===== config.mk =====
export PLATFORM = sky130hd
export DESIGN_NAME = lru_keyed_config_cache_top
export DESIGN_NICKNAME = d
export VERILOG_FILES = /design/src/rtl/lkcc_pkg.sv /design/src/rtl/lkcc_ram.sv /design/src/rtl/lkcc_ctrl.sv /design/src/rtl/lkcc_dpath.sv /design/src/rtl/lru_keyed_config_cache_top.sv
export SDC_FILE = /design/constraint.sdc
export NUM_CORES = 1
export LEC_CHECK = 0
export BUFFER_PORTS_ARGS = -buffer_cell sky130_fd_sc_hd__buf_2
export CORE_UTILIZATION = 66
export DETAILED_ROUTE_END_ITERATION = 7
export HOLD_SLACK_MARGIN = 0.02
export PLACE_DENSITY_LB_ADDON = 0.12
export RECOVER_POWER = 25
export SYNTH_ARGS = -nofsm -noshare
export SYNTH_HDL_FRONTEND = slang
export SYNTH_HIERARCHICAL = 1
export SYNTH_SLANG_ARGS = --single-unit

===== constraint.sdc =====
create_clock -name clock -period 15.9 [get_ports clock]
set_input_delay 1.59 -clock clock [delete_from_list [all_inputs] [get_ports clock]]
set_output_delay 1.59 -clock clock [all_outputs]
set_load 0.005 [all_outputs]

===== src/rtl/lkcc_pkg.sv =====
// Package for the keyed LRU configuration cache.
// Holds the transaction payload types and the controller/datapath link types.
// No dependencies.
package lkcc_pkg;

   localparam int KEY_W      = 72;
   localparam int SLOT_OUT_W = 3;

   typedef struct packed {
      logic [15:0] src_width;
      logic [15:0] src_height;
      logic [15:0] dst_width;
      logic [15:0] dst_height;
      logic [3:0]  horiz_taps;
      logic [3:0]  vert_taps;
   } req_type;

   typedef struct packed {
      logic                  hit;
      logic [SLOT_OUT_W-1:0] slot;
      logic                  slot_valid;
      logic                  evicted;
   } rsp_type;

   typedef struct packed {
      logic load;
      logic reject;
      logic scan;
      logic commit;
   } cmd_type;

   typedef struct packed {
      logic enable;
      logic last_addr;
   } status_type;

endpackage


===== src/rtl/lkcc_ram.sv =====
// Generic single-write, single-read RAM with registered read data.
// No dependencies.
module lkcc_ram #(
   parameter int WIDTH = 8,
   parameter int DEPTH = 8
) (
   input  logic                     clock,
   input  logic                     wr_en,
   input  logic [$clog2(DEPTH)-1:0] wr_addr,
   input  logic [WIDTH-1:0]         wr_data,
   input  logic                     rd_en,
   input  logic [$clog2(DEPTH)-1:0] rd_addr,
   output logic [WIDTH-1:0]         rd_data
);

   logic [WIDTH-1:0] mem_ff [DEPTH];
   logic [WIDTH-1:0] rd_data_ff;

   always_ff @(posedge clock) begin
      if (wr_en) begin
         mem_ff[wr_addr] <= wr_data;
      end
      if (rd_en) begin
         rd_data_ff <= mem_ff[rd_addr];
      end
   end

   assign rd_data = rd_data_ff;

endmodule


===== src/rtl/lkcc_ctrl.sv =====
// Controller of the keyed LRU cache: sequences the slot scan and the update.
// Depends on lkcc_pkg.
module lkcc_ctrl (
   input  logic                 clock,
   input  logic                 reset,
   input  logic                 start,
   output logic                 busy,
   input  lkcc_pkg::status_type status,
   output lkcc_pkg::cmd_type    cmd
);
   import lkcc_pkg::*;

   typedef enum logic [1:0] {
      ST_IDLE,
      ST_SCAN,
      ST_WAIT,
      ST_COMMIT
   } state_type;

   state_type state_ff;
   state_type state_in;

   always_comb begin
      state_in = state_ff;
      case (state_ff)
         ST_IDLE: begin
            if (start && status.enable) begin
               state_in = ST_SCAN;
            end
         end
         ST_SCAN: begin
            if (status.last_addr) begin
               state_in = ST_WAIT;
            end
         end
         ST_WAIT:   state_in = ST_COMMIT;
         ST_COMMIT: state_in = ST_IDLE;
         default:   state_in = ST_IDLE;
      endcase
   end

   always_ff @(posedge clock) begin
      if (reset) begin
         state_ff <= ST_IDLE;
      end else begin
         state_ff <= state_in;
      end
   end

   assign busy       = (state_ff != ST_IDLE);
   assign cmd.load   = (state_ff == ST_IDLE) && start;
   assign cmd.reject = (state_ff == ST_IDLE) && start && !status.enable;
   assign cmd.scan   = (state_ff == ST_SCAN);
   assign cmd.commit = (state_ff == ST_COMMIT);

endmodule


===== src/rtl/lkcc_dpath.sv =====
// Datapath of the keyed LRU cache: key RAM, used bits, recency ranks, scan trackers.
// Depends on lkcc_pkg and lkcc_ram.
module lkcc_dpath #(
   parameter int CACHE_SLOTS = 8
) (
   input  logic                 clock,
   input  logic                 reset,
   input  lkcc_pkg::req_type    req_data,
   input  logic                 csr_valid,
   input  logic                 csr_data,
   input  lkcc_pkg::cmd_type    cmd,
   output lkcc_pkg::status_type status,
   output logic                 rsp_valid,
   output lkcc_pkg::rsp_type    rsp_data
);
   import lkcc_pkg::*;

   localparam int SLOT_W = $clog2(CACHE_SLOTS);
   localparam int EXT_W  = (SLOT_W > SLOT_OUT_W) ? SLOT_W : SLOT_OUT_W;

   logic              enable_ff;
   req_type           key_ff;
   logic [SLOT_W-1:0] addr_ff;
   logic              cmp_vld_ff;
   logic [SLOT_W-1:0] cmp_idx_ff;
   logic              used_ff [CACHE_SLOTS];
   logic [SLOT_W-1:0] rank_ff [CACHE_SLOTS];
   logic              used_in [CACHE_SLOTS];
   logic [SLOT_W-1:0] rank_in [CACHE_SLOTS];
   logic              found_ff;
   logic [SLOT_W-1:0] hit_idx_ff;
   logic [SLOT_W-1:0] hit_rank_ff;
   logic [SLOT_W-1:0] vic_idx_ff;
   logic [SLOT_W-1:0] vic_rank_ff;
   logic              rsp_valid_ff;
   rsp_type           rsp_ff;
   rsp_type           rsp_in;

   logic [KEY_W-1:0]  rd_data;
   logic              match;
   logic [SLOT_W-1:0] cmp_rank;
   logic [SLOT_W-1:0] sel_idx;
   logic [SLOT_W-1:0] sel_rank;
   logic [EXT_W-1:0]  sel_ext;

   lkcc_ram #(
      .WIDTH (KEY_W),
      .DEPTH (CACHE_SLOTS)
   ) u_key_ram (
      .clock   (clock),
      .wr_en   (cmd.commit && !found_ff),
      .wr_addr (vic_idx_ff),
      .wr_data (key_ff),
      .rd_en   (cmd.scan),
      .rd_addr (addr_ff),
      .rd_data (rd_data)
   );

   assign match    = used_ff[cmp_idx_ff] && (rd_data == KEY_W'(key_ff));
   assign cmp_rank = rank_ff[cmp_idx_ff];
   assign sel_idx  = found_ff ? hit_idx_ff : vic_idx_ff;
   assign sel_rank = found_ff ? hit_rank_ff : vic_rank_ff;
   assign sel_ext  = EXT_W'(sel_idx);

   assign status.enable    = enable_ff;
   assign status.last_addr = (addr_ff == SLOT_W'(CACHE_SLOTS - 1));

   always_comb begin
      for (int i = 0; i < CACHE_SLOTS; i++) begin
         used_in[i] = used_ff[i];
         rank_in[i] = rank_ff[i];
         if (cmd.commit) begin
            if (SLOT_W'(i) == sel_idx) begin
               used_in[i] = 1'b1;
               rank_in[i] = '0;
            end else if (rank_ff[i] < sel_rank) begin
               rank_in[i] = rank_ff[i] + SLOT_W'(1);
            end
         end
      end
   end

   always_comb begin
      rsp_in = '0;
      if (cmd.commit) begin
         rsp_in.hit        = found_ff;
         rsp_in.slot       = sel_ext[SLOT_OUT_W-1:0];
         rsp_in.slot_valid = 1'b1;
         rsp_in.evicted    = !found_ff && used_ff[vic_idx_ff];
      end
   end

   always_ff @(posedge clock) begin
      if (reset) begin
         enable_ff    <= 1'b0;
         cmp_vld_ff   <= 1'b0;
         found_ff     <= 1'b0;
         rsp_valid_ff <= 1'b0;
         for (int i = 0; i < CACHE_SLOTS; i++) begin
            used_ff[i] <= 1'b0;
            rank_ff[i] <= SLOT_W'(i);
         end
      end else begin
         if (csr_valid) begin
            enable_ff <= csr_data;
         end
         cmp_vld_ff   <= cmd.scan;
         rsp_valid_ff <= cmd.commit || cmd.reject;
         for (int i = 0; i < CACHE_SLOTS; i++) begin
            used_ff[i] <= used_in[i];
            rank_ff[i] <= rank_in[i];
         end
         if (cmd.load) begin
            found_ff <= 1'b0;
         end else if (cmp_vld_ff && match && (!found_ff || cmp_rank < hit_rank_ff)) begin
            found_ff <= 1'b1;
         end
      end
   end

   always_ff @(posedge clock) begin
      if (cmd.load) begin
         key_ff  <= req_data;
         addr_ff <= '0;
      end else if (cmd.scan) begin
         addr_ff <= addr_ff + SLOT_W'(1);
      end
      cmp_idx_ff <= addr_ff;
      if (cmp_vld_ff) begin
         if (match && (!found_ff || cmp_rank < hit_rank_ff)) begin
            hit_idx_ff  <= cmp_idx_ff;
            hit_rank_ff <= cmp_rank;
         end
         if ((cmp_idx_ff == '0) || (cmp_rank > vic_rank_ff)) begin
            vic_idx_ff  <= cmp_idx_ff;
            vic_rank_ff <= cmp_rank;
         end
      end
      if (cmd.commit || cmd.reject) begin
         rsp_ff <= rsp_in;
      end
   end

   assign rsp_valid = rsp_valid_ff;
   assign rsp_data  = rsp_ff;

endmodule


===== src/rtl/lru_keyed_config_cache_top.sv =====
// Enabled lookup: key RAM scan of all slots, WAIT, COMMIT; result strobe registered from COMMIT.
// A new start is taken only when the controller is back in idle; busy is high until then.
// Disabled lookup: result strobe in the cycle after start; a new start is taken in that cycle.
// Synchronous reset empties all slots, orders recency by slot index and disables the cache.
// The receiver cannot stall; each result is flagged by rsp_valid for exactly one cycle.
module lru_keyed_config_cache_top #(
   parameter int CACHE_SLOTS = 8
) (
   input  logic              clock,
   input  logic              reset,
   input  logic              start,
   output logic              busy,
   input  lkcc_pkg::req_type req_data,
   output logic              rsp_valid,
   output lkcc_pkg::rsp_type rsp_data,
   input  logic              csr_valid,
   output logic              csr_ready,
   input  logic              csr_data
);
   import lkcc_pkg::*;

   cmd_type    cmd;
   status_type status;

   assign csr_ready = 1'b1;

   lkcc_ctrl u_ctrl (
      .clock  (clock),
      .reset  (reset),
      .start  (start),
      .busy   (busy),
      .status (status),
      .cmd    (cmd)
   );

   lkcc_dpath #(
      .CACHE_SLOTS (CACHE_SLOTS)
   ) u_dpath (
      .clock     (clock),
      .reset     (reset),
      .req_data  (req_data),
      .csr_valid (csr_valid && csr_ready),
      .csr_data  (csr_data),
      .cmd       (cmd),
      .status    (status),
      .rsp_valid (rsp_valid),
      .rsp_data  (rsp_data)
   );

endmodule


==> impl_metrics.json <==
{
  "ys_types": 68,
  "final_cells": 2242,
  "p_int_mw": 3.76,
  "yosys.area.top_type": "edfxtp_1",
  "clk_pin_slew_ns": 0.06,
  "fin_crit_sh": 0.243,
  "crit_family": "simple AND/OR/NAND/NOR gates",
  "hold_violations": 0,
  "nNetsFinal": 1693,
  "synth_edf_count": 741,
  "num_rows": 78,
  "syn_inst": 1450,
  "wl_per_cell_um": 26.6,
  "vias": 14300,
  "grt_pass1_vias": 14800,
  "crit_arrival_ns": 4.11,
  "cp.depth": 6,
  "die_w_um": 218,
  "critical_path_required_ns": 16.14,
  "io_buffers": 84,
  "whs_ns": 0.471,
  "p_sw_frac": 0.234,
  "r2r-end": "u_dpath/u_key_ram/mem_ff[2][57]",
  "tightest_slew_ns": 1.14,
  "synth_seq_cells": 785,
  "grt_max_degree": 121,
  "gr-total-overflow": 0,
  "htreeDepth": 3,
  "status": "finished, final reports clean",
  "max_cap_viol_count": 0,
  "ys.warnings.count": 6,
  "place_congestion": 0.865,
  "rsz0062_at_grt": "false",
  "synth_nets": 1563,
  "finish.instance_area_mm2": 0.0342,
  "clk_latency_ns": 0.62,
  "wirelength_um": 59700,
  "area_growth_pct": 11.4,
  "chipHeight_um": 218,
  "antenna_cells": 0,
  "reg2regPathDepth": 6,
  "finalClockSkew_ns": 0.0185,
  "cp-start-kind": "flip-flop",
  "worst-path-buf-inv": 2,
  "layout_setup_ws_ns": 12.03,
  "cts_buffers": 77,
  "crit_slowest_cell": "nor2_4",
  "syn_avg_cell_area_um2": 21.2,
  "core_region_area_mm2": 0.0457,
  "synthesis.area_mm2": 0.0307,
  "setup_tns_ns": 0,
  "initial_core_util": 0.673,
  "cts_resized": 0,
  "hp-class": "reg2reg",
  "cts_tree": "yes",
  "slew_violations": 0,
  "clock_power_share": 0.359,
  "cts_buffer_depth": 3,
  "combPwrFrac": 0.101,
  "reg2reg_setup_slack_ns": 12.03,
  "clkSinkCount": 785,
  "leakage_nw": 11.2,
  "crit_end": "u_dpath/u_key_ram/mem_ff[2][57]",
  "ir_drop_mv": 0.0983,
  "postCtsSetupRepairBufs": 0,
  "num_io_pins": 86,
  "period_needed_ns": 3.87,
  "crit_fanout": 46,
  "max_clock_freq_mhz": 259,
  "ant_nets": 0,
  "fillers": 2485,
  "synth-main-ff-cell": "edfxtp_1",
  "placed_cell_area_mm2": 0.0318,
  "drtIter0Drc": 1275,
  "power_frac_seq": 0.540,
  "root_buffer": "clkbuf_16",
  "drc": 0,
  "place_inst": 2101,
  "path_cells": "ha_1, inv_1, nor2_1, nand2b_1, nor2_4, buf_4",
  "grt_pass1_wl_um": 90700,
  "setup_violations": 0,
  "multi_input_area_mm2": 0.00713,
  "crit_type": "reg2reg",
  "synth_common_cells": "741 x edfxtp_1, 154 x mux4_2, 60 x mux2_4",
  "synth_top_area_share": 0.724,
  "startpoint": "u_ctrl/state_ff[0]",
  "relSlewSlack": 0.242,
  "synth_seq_area_share": 0.753,
  "r2r-start": "u_ctrl/state_ff[0]",
  "drive_gt1_frac": 0.286,
  "antenna_found_initial": 0,
  "track_usage": 0.264,
  "pre_cts_ws_ns": 12.04,
  "firstDrtPassIters": 4,
  "cts_hold_buf": 0,
  "seq_area_mm2": 0.0231,
  "power_density_mw_per_mm2": 144,
  "synth.area.top_cells": "edfxtp_1 72%, mux4_2 11%, mux2_4 2.9%",
  "yosysMostFrequentCell": "edfxtp_1",
  "dp_hpwl_um": 32500,
  "p_switching_mw": 1.15,
  "async_flop_share": 0,
  "via_per_inst": 6.39,
  "end_kind": "flip-flop",
  "critPathMaxStageDelay_ns": 0.84,
  "dieArea_mm2": 0.0474
}
-- logic make-up after synthesis --
group / share of synthesized area
and+or+nand+nor: 0.0260
other: 0.000122
xor gates and xnor gates: 0.0151
buffers and inverters: 0.0171
AOI/OAI and AO/OA: 0.0207
muxes: 0.153
DFF: 0.753
adders and majority gates: 0.0147
-- layer usage --
metal / track usage / part of all wire / up-vias
met5: 0 / 0 / -
met4: 0.0869 / 0.027 / 0
li1: - / - / 6180
met1: 0.379 / 0.42 / 7514
met3: 0.0444 / 0.059 / 115
met2: 0.423 / 0.50 / 524
-- placed cells by master (no fill, tap or decap), types with 5 or more instances in the layout --
cell and n:
clkinv_2 13, xnor2_1 21, o21ai_1 5, mux4_2 154, nand3_1 12, mux2_4 60
o211ai_1 6, o22ai_1 10, buf_2 84, mux2_2 22, mux2i_1 7, xor2_1 32
o21ai_0 11, buf_4 19, nor2b_1 10, a21oi_1 15, clkinv_1 17, nand2_1 28
nor2_4 6, clkbuf_16 81, nor3_1 9, edfxtp_1 741, nand2b_1 9, bufinv_16 5
dfxtp_1 41, nand4_1 10, inv_1 42, clkbuf_1 21, nor2_1 26, nor4_1 11
ha_1 35
-- worst min-delay path, stage by stage (launching register included) --
cell,delay (ns)
dfxtp_1,0.32
inv_1,0.05
a21oi_1,0.05
-- power by group through the flow --
| stage | combinational, mW | clock, mW | sequential, mW |
|---|---|---|---|
| CTS | 0.506 | 1.79 | 2.66 |
| finish | 0.499 | 1.76 | 2.65 |
| floorplan | 0.408 | 0 | 2.62 |
| detailed placement | 0.501 | 0 | 2.70 |
| global placement | 0.495 | 0 | 2.69 |
| global route | 0.535 | 1.87 | 2.68 |
-- final cells by class --
cell class / instances / share of cell area
clock buffers: 103 / 0.0620
clock inverters: 38 / 0.00940
inverters: 43 / 0.00472
multi-input cells: 569 / 0.208
flip-flops and latches: 785 / 0.676
well taps: 600 / 0.0219
repair buffers: 104 / 0.0170
-- stage by stage --
stage / util / power [mW]
floorplan: - / 3.03
global placement: 0.696 / 3.18
detailed placement: 0.696 / 3.20
CTS: 0.749 / 4.95
global route: 0.749 / 5.08
finish: 0.749 / 4.92
-- how the worst min path moves through the flow --
| stage | start | endpoint | slack [ns] | cells past startpoint |
|---|---|---|---|---|
| 4_1_cts | u_dpath/used_ff[3] | u_dpath/used_ff[3] | 0.47 | 2 |
| 2_1_floorplan | u_dpath/addr_ff[2] | u_dpath/cmp_idx_ff[2] | 0.36 | 0 |
| 5_1_grt | u_dpath/used_ff[3] | u_dpath/used_ff[3] | 0.48 | 2 |
| 3_3_place_gp | u_dpath/used_ff[2] | u_dpath/used_ff[2] | 0.45 | 2 |
| 6_report | u_dpath/used_ff[3] | u_dpath/used_ff[3] | 0.47 | 2 |
| 3_5_place_dp | u_dpath/used_ff[3] | u_dpath/used_ff[3] | 0.46 | 2 |
-- registers in the layout, summed over array words and instances, names as in the netlist, 2 cells and up, named ones only --
register and count:
u_ctrl/state_ff 2, u_dpath/addr_ff 3, u_dpath/cmp_idx_ff 3, u_dpath/hit_idx_ff 3, u_dpath/hit_rank_ff 3, u_dpath/key_ff 72
u_dpath/rank_ff 24, u_dpath/rsp_data 6, u_dpath/u_key_ram/mem_ff 576, u_dpath/u_key_ram/rd_data 72, u_dpath/used_ff 8, u_dpath/vic_idx_ff 3
u_dpath/vic_rank_ff 3
Power figures use the tool's default switching activity.
